<file path="src/sv/matb_pkg.sv">
package matb_pkg;

  localparam int unsigned ChunkBits  = 4;
  localparam int unsigned NumChunks  = 8;
  localparam int unsigned WordBits   = ChunkBits * NumChunks;
  localparam int unsigned DataBits   = 32;
  localparam int unsigned RandBits   = 4;
  localparam int unsigned TabIdxBits = ChunkBits + 1;
  localparam int unsigned TabDepth   = 2 ** TabIdxBits;
  localparam int unsigned WalkBits   = (NumChunks > 1) ? $clog2(NumChunks) : 1;
  localparam int unsigned CntBits    = (ChunkBits > WalkBits) ? ChunkBits : WalkBits;
  localparam int unsigned CinBits    = 2;
  localparam int unsigned InBits     = 2 * DataBits + 1 + RandBits;
  localparam int unsigned InTdataBits = ((InBits + 7) / 8) * 8;

  typedef logic [ChunkBits-1:0] chunk_t;
  typedef logic [ChunkBits:0]   entry_t;

  typedef struct packed {
    chunk_t val;
    chunk_t msk;
    chunk_t res;
  } slice_t;

  typedef struct packed {
    logic   en;
    chunk_t a;
    logic   rho;
    chunk_t r;
  } tab_wr_t;

  // randomized carry table entry: (a + r + carry) ^ {rho, r}, carry = row ^ rho
  function automatic entry_t build_entry(logic row, chunk_t a, logic rho, chunk_t r);
    entry_t sum;
    entry_t key;
    sum = {1'b0, a} + {1'b0, r} + {{ChunkBits{1'b0}}, row ^ rho};
    key = {rho, r};
    return sum ^ key;
  endfunction

  function automatic chunk_t rand_to_chunk(logic [RandBits-1:0] x);
    chunk_t c;
    c = '0;
    for (int unsigned b = 0; b < ChunkBits; b++) begin
      if (b < RandBits) begin
        c[b] = x[b % RandBits];
      end
    end
    return c;
  endfunction

endpackage

</file>
<file path="src/sv/matb_cell.sv">
module matb_cell (
  input  logic            clk_i,
  input  logic            load_i,
  input  logic            shift_i,
  input  matb_pkg::slice_t par_i,
  input  matb_pkg::slice_t nbr_i,
  output matb_pkg::slice_t slice_o
);

  matb_pkg::slice_t slice_q;
  matb_pkg::slice_t slice_d;

  always_comb begin
    slice_d = slice_q;
    if (load_i) begin
      slice_d = par_i;
    end else if (shift_i) begin
      slice_d = nbr_i;
    end
  end

  always_ff @(posedge clk_i) begin
    slice_q <= slice_d;
  end

  assign slice_o = slice_q;

endmodule

</file>
<file path="src/sv/matb_table.sv">
module matb_table (
  input  logic                              clk_i,
  input  matb_pkg::tab_wr_t                 wr_i,
  input  logic [matb_pkg::TabIdxBits-1:0]   rd_idx_i,
  output matb_pkg::entry_t                  rd_data_o
);

  matb_pkg::entry_t mem_q [matb_pkg::TabDepth];

  // one build step fills the entry for carry-masked row and its complement row
  always_ff @(posedge clk_i) begin
    if (wr_i.en) begin
      mem_q[{wr_i.rho, wr_i.a}]  <= matb_pkg::build_entry(wr_i.rho, wr_i.a, wr_i.rho, wr_i.r);
      mem_q[{~wr_i.rho, wr_i.a}] <= matb_pkg::build_entry(~wr_i.rho, wr_i.a, wr_i.rho,
                                                          wr_i.r);
    end
  end

  assign rd_data_o = mem_q[rd_idx_i];

endmodule

</file>
<file path="src/sv/masked_arith_to_bool_table_core.sv">
// Channel   Dir  tdata fields (low bit up)
// s_axis    in   masked_value[31:0], arith_mask[63:32], carry_mask_bit[64],
//                chunk_mask[68:65], zero[71:69]
// m_axis    out  bool_share[31:0]
//
// Steps per transaction, one transaction at a time: accept, table build two
// entries a cycle, one chunk lookup a cycle through the cell chain, hand-off to
// the output register once it is free.
// The output register lets a new transaction start while the result waits.
// rst_ni clears control only; the table needs no clearing, each item rebuilds it.
module masked_arith_to_bool_table_core (
  input  logic                               clk_i,
  input  logic                               rst_ni,
  input  logic                               s_axis_tvalid_i,
  output logic                               s_axis_tready_o,
  // masked_value, arith_mask, carry_mask_bit, chunk_mask, zero pad
  input  logic [matb_pkg::InTdataBits-1:0]   s_axis_tdata_i,
  output logic                               m_axis_tvalid_o,
  input  logic                               m_axis_tready_i,
  // bool_share
  output logic [matb_pkg::DataBits-1:0]      m_axis_tdata_o
);

  localparam int unsigned K = matb_pkg::ChunkBits;
  localparam int unsigned N = matb_pkg::NumChunks;
  localparam int unsigned W = matb_pkg::WordBits;
  localparam int unsigned D = matb_pkg::DataBits;

  localparam logic [1:0] StIdle  = 2'd0;
  localparam logic [1:0] StBuild = 2'd1;
  localparam logic [1:0] StWalk  = 2'd2;
  localparam logic [1:0] StHold  = 2'd3;

  logic [1:0] state_q, state_d;
  logic [matb_pkg::CntBits-1:0] cnt_q, cnt_d;
  logic rho_q, rho_d;
  logic beta_q, beta_d;
  logic [matb_pkg::CinBits-1:0] cin_q, cin_d;
  matb_pkg::chunk_t r_q, r_d;
  logic out_valid_q, out_valid_d;
  logic [D-1:0] out_q, out_d;

  logic [D-1:0] mv_in, am_in;
  logic cmb_in;
  logic [matb_pkg::RandBits-1:0] cm_in;
  logic [W-1:0] mv_w, am_w, res_w;
  logic [D-1:0] res_d;

  logic accept, load, shift, out_free, build_last, walk_last;
  matb_pkg::slice_t slices [N];
  matb_pkg::slice_t tail;
  matb_pkg::slice_t head;
  logic [K+1:0] sum;
  matb_pkg::chunk_t al, bi;
  matb_pkg::entry_t rd_data;
  matb_pkg::tab_wr_t tab_wr;

  assign mv_in  = s_axis_tdata_i[D-1:0];
  assign am_in  = s_axis_tdata_i[2*D-1:D];
  assign cmb_in = s_axis_tdata_i[2*D];
  assign cm_in  = s_axis_tdata_i[2*D+matb_pkg::RandBits:2*D+1];

  for (genvar b = 0; b < W; b++) begin : g_win
    if (b < D) begin : g_in
      assign mv_w[b] = mv_in[b];
      assign am_w[b] = am_in[b];
    end else begin : g_zero
      assign mv_w[b] = 1'b0;
      assign am_w[b] = 1'b0;
    end
  end

  for (genvar b = 0; b < D; b++) begin : g_wout
    if (b < W) begin : g_res
      assign res_d[b] = res_w[b];
    end else begin : g_zero
      assign res_d[b] = 1'b0;
    end
  end

  assign s_axis_tready_o = (state_q == StIdle);
  assign accept   = s_axis_tvalid_i && s_axis_tready_o;
  assign out_free = !out_valid_q || m_axis_tready_i;
  assign load     = accept;
  assign shift    = (state_q == StWalk);
  assign build_last = (cnt_q[K-1:0] == {K{1'b1}});
  assign walk_last  = (cnt_q == matb_pkg::CntBits'(N - 1));

  assign head = slices[0];
  assign sum  = {2'b00, head.val} + {2'b00, head.msk} + {2'b00, ~r_q}
              + {{K{1'b0}}, cin_q};
  assign al   = sum[K-1:0];
  assign bi   = rd_data[K-1:0] ^ head.msk ^ r_q;

  always_comb begin
    tail     = '0;
    tail.res = bi;
  end

  for (genvar i = 0; i < N; i++) begin : g_chain
    matb_pkg::slice_t par;
    matb_pkg::slice_t nbr;
    assign par.val = mv_w[i*K +: K];
    assign par.msk = am_w[i*K +: K];
    assign par.res = '0;
    if (i == N - 1) begin : g_last
      assign nbr = tail;
    end else begin : g_mid
      assign nbr = slices[i+1];
    end
    assign res_w[i*K +: K] = slices[i].res;

    matb_cell u_cell (
      .clk_i   (clk_i),
      .load_i  (load),
      .shift_i (shift),
      .par_i   (par),
      .nbr_i   (nbr),
      .slice_o (slices[i])
    );
  end

  assign tab_wr.en  = (state_q == StBuild);
  assign tab_wr.a   = cnt_q[K-1:0];
  assign tab_wr.rho = rho_q;
  assign tab_wr.r   = r_q;

  matb_table u_table (
    .clk_i     (clk_i),
    .wr_i      (tab_wr),
    .rd_idx_i  ({beta_q, al}),
    .rd_data_o (rd_data)
  );

  always_comb begin
    state_d     = state_q;
    cnt_d       = cnt_q;
    rho_d       = rho_q;
    beta_d      = beta_q;
    cin_d       = cin_q;
    r_d         = r_q;
    out_d       = out_q;
    out_valid_d = out_valid_q;
    if (m_axis_tready_i) begin
      out_valid_d = 1'b0;
    end
    case (state_q)
      StIdle: begin
        if (accept) begin
          rho_d   = cmb_in;
          beta_d  = cmb_in;
          r_d     = matb_pkg::rand_to_chunk(cm_in);
          cin_d   = matb_pkg::CinBits'(1);
          cnt_d   = '0;
          state_d = StBuild;
        end
      end
      StBuild: begin
        cnt_d = cnt_q + 1'b1;
        if (build_last) begin
          cnt_d   = '0;
          state_d = StWalk;
        end
      end
      StWalk: begin
        beta_d = rd_data[K];
        cin_d  = sum[K+1:K];
        cnt_d  = cnt_q + 1'b1;
        if (walk_last) begin
          state_d = StHold;
        end
      end
      StHold: begin
        if (out_free) begin
          out_d       = res_d;
          out_valid_d = 1'b1;
          state_d     = StIdle;
        end
      end
      default: begin
        state_d = StIdle;
      end
    endcase
  end

  always_ff @(posedge clk_i or negedge rst_ni) begin
    if (!rst_ni) begin
      state_q     <= StIdle;
      cnt_q       <= '0;
      out_valid_q <= 1'b0;
    end else begin
      state_q     <= state_d;
      cnt_q       <= cnt_d;
      out_valid_q <= out_valid_d;
    end
  end

  always_ff @(posedge clk_i) begin
    rho_q  <= rho_d;
    beta_q <= beta_d;
    cin_q  <= cin_d;
    r_q    <= r_d;
    out_q  <= out_d;
  end

  assign m_axis_tvalid_o = out_valid_q;
  assign m_axis_tdata_o  = out_q;

endmodule

</file>
<file path="config.mk">
export PLATFORM = sky130hd
export DESIGN_NAME = masked_arith_to_bool_table_core
export DESIGN_NICKNAME = d
export VERILOG_FILES = /design/src/sv/matb_pkg.sv /design/src/sv/matb_cell.sv /design/src/sv/matb_table.sv /design/src/sv/masked_arith_to_bool_table_core.sv
export SDC_FILE = /design/constraint.sdc
export NUM_CORES = 1
export LEC_CHECK = 0
export ABC_CLOCK_PERIOD_IN_PS = 8800
export BUFFER_PORTS_ARGS = -buffer_cell sky130_fd_sc_hd__buf_2
export CORE_AREA = 2 2 193 195
export DETAILED_ROUTE_END_ITERATION = 7
export DIE_AREA = 0 0 195 197
export GPL_TIMING_DRIVEN = 0
export HOLD_SLACK_MARGIN = 0.15
export PLACE_DENSITY_LB_ADDON = 0.08
export SLEW_MARGIN = 20
export SYNTH_ARGS = -nofsm -noshare
export SYNTH_HDL_FRONTEND = slang
export SYNTH_SLANG_ARGS = --single-unit
</file>
<file path="constraint.sdc">
create_clock -name clk_i -period 8.8 [get_ports clk_i]
set_input_delay 0.88 -clock clk_i [delete_from_list [all_inputs] [get_ports clk_i]]
set_output_delay 0.88 -clock clk_i [all_outputs]
set_load 0.05 [all_outputs]
</file>
# ---- Word level (Yosys, flattened, before mapping)
# Memories as Yosys holds them, arrays and structs flattened.
# Index checks and enable logic that the tools add are counted.
# W data, S select, Z words.
dict set report classes {
  n_addsub 6
  n_eq_ne 9
  n_mux 32
  bitwise 7
  n_reduce_logical 12
}
# cell count
set ops {}
lappend ops {{$mux W12} 16}
lappend ops {{$pmux W4 S3} 1}
lappend ops {{$add A4 B4 Y5} 2}
lappend ops {{$xor A5 B5 Y5} 2}
lappend ops {{$mux W2} 4}
lappend ops {{$mux W4} 2}
lappend ops {{$pmux W2 S4} 1}
lappend ops {{$reduce_and A2 Y1} 4}
lappend ops {{$xor A4 B4 Y4} 2}
lappend ops {{$add A5 B4 Y6} 1}
lappend ops {{$add A6 B2 Y6} 1}
lappend ops {{$mux W1} 6}
lappend ops {{$ne A2 B2 Y1 const B} 3}
lappend ops {{$add A5 B1 Y5} 1}
lappend ops {{$add A4 B1 Y4 const B} 1}
lappend ops {{$eq A2 B2 Y1 const B} 2}
lappend ops {{$eq A4 B3 Y1 const B} 1}
lappend ops {{$eq A4 B4 Y1 const B} 1}
lappend ops {{$not A4 Y4} 1}
lappend ops {{$pmux W2 S2} 1}
lappend ops {{$reduce_and A4 Y1} 1}
lappend ops {{$reduce_bool A2 Y1} 2}
lappend ops {{$reduce_bool A3 Y1} 1}
lappend ops {{$eq A2 B1 Y1 const B} 1}
lappend ops {{8 further kinds} 8}
dict set report totals {
  register_bits 143
  mem_bits_rw 160
  inputBits 76
  output_inout_bits 34
  elab_cells 99
  mem_count 1
}
# memory depth width read_ports rd_ports_with_merged_regs write_ports line_no
set memory_table {}
lappend memory_table {u_table.mem_q 32 5 1 0 2 matb_table.sv:8} ;# matb_pkg::entry_t mem_q [matb_pkg::TabDepth];

# ---- Logic depth before layout (Yosys ltp)
# An unclocked memory read counts as a cell.
dict set report depth {
  word_depth 8
  depth_mapped 14
  mapped_depth_nobuf 12
}

# ---- Cells and area by module
# From an unflattened synthesis, not the netlist that was laid out.
dict set report hier_totals {
  cells_unflattened 975
  hier_area_um2 15157.0
}
# module n_inst cells_per_inst area_each_um2 seq_area_each_um2
set modules_own_cells {}
lappend modules_own_cells {matb_table 1 634 8692.1 4804.6}
lappend modules_own_cells {matb_cell 8 26 546.8 360.3}
lappend modules_own_cells {masked_arith_to_bool_table_core 1 133 2090.8 1376.3}

# ---- Least setup slack after synthesis
# No wires, ideal clock.
dict set report synth_timing {
  path_kind {register -> register}
  start {register r_q[1]}
  end {register g_chain[7].u_cell.slice_q (netlist bit g_chain[7].u_cell.slice_o[2])}
  setup_ns 0.120
  arrival_ns 3.563
  required_ns 8.680
  slack_ns 5.117
  stages_incl_launch_ff 15
  path_buffers 2
  synth_period_minus_slack_ns 3.683
  cell_sequence {edfxtp_1 > inv_1 > fa_1 > inv_1 > fa_1 > inv_1 > ha_1 > fa_1 > buf_2 > clkbuf_1 > mux4_2 > mux2i_1 > a22oi_1 > a21oi_1 > nor3b_1}
}
dict set report synth_via {
  elab_chain_cells 6
}
# item line_no
set synth_lines {}
lappend synth_lines {{from (decl)} masked_arith_to_bool_table_core.sv:39} ;# matb_pkg::chunk_t r_q, r_d;
lappend synth_lines {{from (signal assigned)} masked_arith_to_bool_table_core.sv:202} ;# r_q <= r_d;
lappend synth_lines {{$not A4 Y4} masked_arith_to_bool_table_core.sv:90} ;# assign sum = {2'b00, head.val} + {2'b00, head.msk} + {2'b00, ~r_q}
lappend synth_lines {{$add A5 B4 Y6} masked_arith_to_bool_table_core.sv:90}
lappend synth_lines {{$add A6 B2 Y6} masked_arith_to_bool_table_core.sv:91} ;# + {{K{1'b0}}, cin_q};
lappend synth_lines {{$mem_v2 Z32 W5} n/a}
lappend synth_lines {{$xor A4 B4 Y4 (2 in a row)} masked_arith_to_bool_table_core.sv:93} ;# assign bi = rd_data[K-1:0] ^ head.msk ^ r_q;
lappend synth_lines {{to (signal assigned)} matb_cell.sv:23} ;# slice_q <= slice_d;
lappend synth_lines {{to (decl)} matb_cell.sv:10} ;# matb_pkg::slice_t slice_q;
# No other way between the ends.
# A chain may end at the register's enable or synchronous reset.

# ---- Worst setup path after layout
# Same ends and word-level chain as after synthesis.

==> out/metrics.yaml <==
critPathKind: "reg -> reg"
stdcell_area_um2: 16700
fp.coreArea_um2: 36300
worstSetupStartpointType: "flop"
num_antenna_cells: 0
number_of_hold_violations_in_the_final_report: 0
required_ps: 9230
vias_in_the_first_global_route: 9381
ctsHtreeMaxLevel: 2
skew_ps: 29.9
antenna_violating_nets_post_route: 0
floorplan.initialDensity: 0.396
final.period_utilization: 0.546
fp.dieArea_um2: 38400
tritoncts: "done"
dpl_cell_area_um2: 15700
clock_tree.buffer_depth: 3
detailedRoute.firstPassIterationCount: 5
placement_rows: 70
drt_first_iter_violations: 731
finalWorstPathRequiredPeriod_ps: 4800
worst_hold_check_path_type: "in -> async"
ys_ff_latch: 303
slew_headroom: 0.280
numnets_final: 1430
grt_setup_unrepaired: "no"
vias_per_cell: 5.23
clock_latency_ps: 540
post-cts-setup-buffers: 0
post_route_cells_drive_above_1_share: 0.175
ys_seq_area_frac: 0.609
synthesis.nets: 1278
wl_per_cell_um: 21.1
slowest_stage: "sky130_fd_sc_hd__clkbuf_1"
worst_r2r_startpoint: "r_q[1]"
reg2reg_depth: 14
port-buffer-count: 105
via_count: 9498
drt-total-wl_um: 38300
fin_tns_setup_ps: 0
cts.sinks: 303
cts_root_buffer: "sky130_fd_sc_hd__clkbuf_16"
die_w_um: 195
timing.reg2reg.setup_slack_ps: 4000
crit_path_max_incr_delay_ps: 710
cts.clk_slew.worst_paths_ps: 60
synthesis.instances: 1174
worst-slew-pin-transition_ps: 1080
io_pins: 110
critPathMaxFanout: 10
postCtsHoldBufs: 0
setup_violations: 0
grt_remaining_overflow: 0
gp_congestion: 0.818
synthesis.yosys.warnings: 0
grt_max_degree: 57
tritoncts.num_buffers: 35
r2r-end: "g_chain[7].u_cell.slice_o[2]"
synth_area_per_cell_um2: 12.2
crit_path_cell_trace: "inv_1 -> fa_1 -> inv_1 -> fa_1 -> inv_1 -> ha_1 -> fa_1 -> buf_2 -> clkbuf_1 -> mux4_2 -> mux2i_1 -> a22oi_1 -> a21oi_1 -> nor3b_1"
chipHeight_um: 197
grt_util_all_layers: 0.203
count_of_maximum_capacitance_violations: 0
grt_antenna_before_repair: 0
first_pass_grt_wire_length_um: 57500
synth_area_um2: 14400
synth_cell_types: 37
drcViolationCount: 0
drv_slew: 0
dpl.hpwl_um: 27100
sort_of_element_at_the_end_of_the_critical_path: "flop"
number_of_cells_upsized_or_downsized_after_cts: 0
max_freq_mhz: 208
area_delta_synth_final_pct: 16.7
outcome: "completed"
cp_data_arrival_time_ps: 5230
==> flip-flops by register name (all words and copies together), names as in the netlist <==
signal / cells
cnt_q: 4
m_axis_tdata_o: 32
g_chain.u_cell.slice_o: 96
rho_q: 1
r_q: 4
beta_q: 1
state_q: 2
cin_q: 2
m_axis_tvalid_o: 1
u_table.mem_q: 160
==> area by class of cell <==
| type | instances | area, um^2 |
|---|---|---|
| multi-input combinational | 769 | 5260 |
| inverter | 22 | 82.6 |
| clock inverter | 14 | 129 |
| tap | 468 | 586 |
| timing repair buffer | 115 | 648 |
| sequential | 303 | 8740 |
| fill | 3370 | 19500 |
| buffer | 80 | 330 |
| clock buffer | 46 | 960 |
==> worst max-delay path by stage <==
stage | end | slack, ps | start
final | g_chain[7].u_cell.slice_o[2] | 4000 | r_q[1]
after global routing | g_chain[7].u_cell.slice_o[3] | 3770 | r_q[1]
after CTS | g_chain[7].u_cell.slice_o[2] | 3960 | r_q[1]
after detailed placement | g_chain[7].u_cell.slice_o[2] | 3960 | r_q[1]
after global placement | g_chain[7].u_cell.slice_o[2] | 4020 | r_q[1]
after floorplan | g_chain[7].u_cell.slice_o[2] | 5120 | r_q[1]
==> cells in the final DEF (no fill, tap or decap), types with 32 or more instances in the layout <==
cell / count
sky130_fd_sc_hd__a31oi_1: 33
sky130_fd_sc_hd__clkbuf_1: 68
sky130_fd_sc_hd__mux4_2: 42
sky130_fd_sc_hd__xnor2_1: 73
sky130_fd_sc_hd__dfxtp_1: 32
sky130_fd_sc_hd__mux2i_1: 46
sky130_fd_sc_hd__a21oi_1: 43
sky130_fd_sc_hd__edfxtp_1: 264
sky130_fd_sc_hd__nand3_1: 63
sky130_fd_sc_hd__xor2_1: 37
sky130_fd_sc_hd__buf_2: 120
sky130_fd_sc_hd__nor2_1: 136
sky130_fd_sc_hd__clkbuf_16: 37
sky130_fd_sc_hd__nand2_1: 195
==> through the flow <==
step	util	setup WS (ps)	hold WS, ps	cells
2_1_floorplan	-	5120	408	1174
3_3_place_gp	0.426	4020	423	1747
3_5_place_dp	0.432	3960	417	1757
4_1_cts	0.462	3960	172	1817
5_1_grt	0.462	3770	174	1817
6_report	0.462	4000	182	1817
==> layer usage <==
layer,track usage,part of all wire,vias to the layer above
met3,0.0337,0.056,63
met4,0.0704,0.030,0
met5,0,0,-
met2,0.319,0.46,309
met1,0.286,0.45,4651
li1,-,-,4475
==> cell families after synthesis <==
| group | count (synthesis) | share of synthesized area |
|---|---|---|
| muxes | 88 | 0.0980 |
| buffers and inverters | 102 | 0.0288 |
| adders and majority gates | 28 | 0.0281 |
| xor gates and xnor gates | 110 | 0.0671 |
| AOI/OAI and AO/OA | 110 | 0.0438 |
| and+or+nand+nor | 433 | 0.125 |
| DFF | 303 | 0.609 |
==> cells in the mapped netlist <==
cell type	n	area share
sky130_fd_sc_hd__edfxtp_1	264	0.55
sky130_fd_sc_hd__nand2_1	196	0.051
sky130_fd_sc_hd__nor2_1	140	0.037
sky130_fd_sc_hd__xnor2_1	73	0.045
sky130_fd_sc_hd__nand3_1	63	0.022
sky130_fd_sc_hd__clkbuf_1	59	0.015
sky130_fd_sc_hd__a21oi_1	51	0.018
sky130_fd_sc_hd__mux2i_1	46	0.032
sky130_fd_sc_hd__mux4_2	42	0.066
sky130_fd_sc_hd__xor2_1	37	0.023
sky130_fd_sc_hd__a31oi_1	33	0.014
sky130_fd_sc_hd__dfxtp_1	32	0.045
sky130_fd_sc_hd__inv_1	22	0.0058
sky130_fd_sc_hd__ha_1	21	0.018
sky130_fd_sc_hd__buf_2	15	0.0052
sky130_fd_sc_hd__and3_1	10	0.0044
sky130_fd_sc_hd__o21ai_0	9	0.0031
sky130_fd_sc_hd__a22oi_1	8	0.0042
sky130_fd_sc_hd__dfrtp_1	7	0.012
sky130_fd_sc_hd__fa_1	7	0.0098
sky130_fd_sc_hd__nor3_1	5	0.0017
sky130_fd_sc_hd__a21o_1	4	0.0021
sky130_fd_sc_hd__buf_1	4	0.0010
sky130_fd_sc_hd__nor3b_1	4	0.0021
sky130_fd_sc_hd__and2_1	3	0.0013
sky130_fd_sc_hd__nand2b_1	3	0.0013
sky130_fd_sc_hd__o21ai_1	3	0.0010
sky130_fd_sc_hd__nor2b_1	2	0.00087
sky130_fd_sc_hd__or2_1	2	0.00087
sky130_fd_sc_hd__or3_1	2	0.00087
sky130_fd_sc_hd__and3b_1	1	0.00061
sky130_fd_sc_hd__buf_4	1	0.00052
sky130_fd_sc_hd__buf_6	1	0.00078
sky130_fd_sc_hd__nand3b_1	1	0.00052
sky130_fd_sc_hd__o2bb2ai_1	1	0.00061
sky130_fd_sc_hd__o31ai_1	1	0.00052
sky130_fd_sc_hd__or3b_1	1	0.00061
==> critical path, delay by kind of cell, from the launching register on <==
family	cells	cell delay (ps)
mux	2	820
simple gates	1	60
buf+inv	5	1120
compound gates	2	420
flops	1	550
fa+ha+maj	4	1730
Power is not shown: default switching activity piles up to over one toggle a cycle in this logic, so the estimate is an artifact.
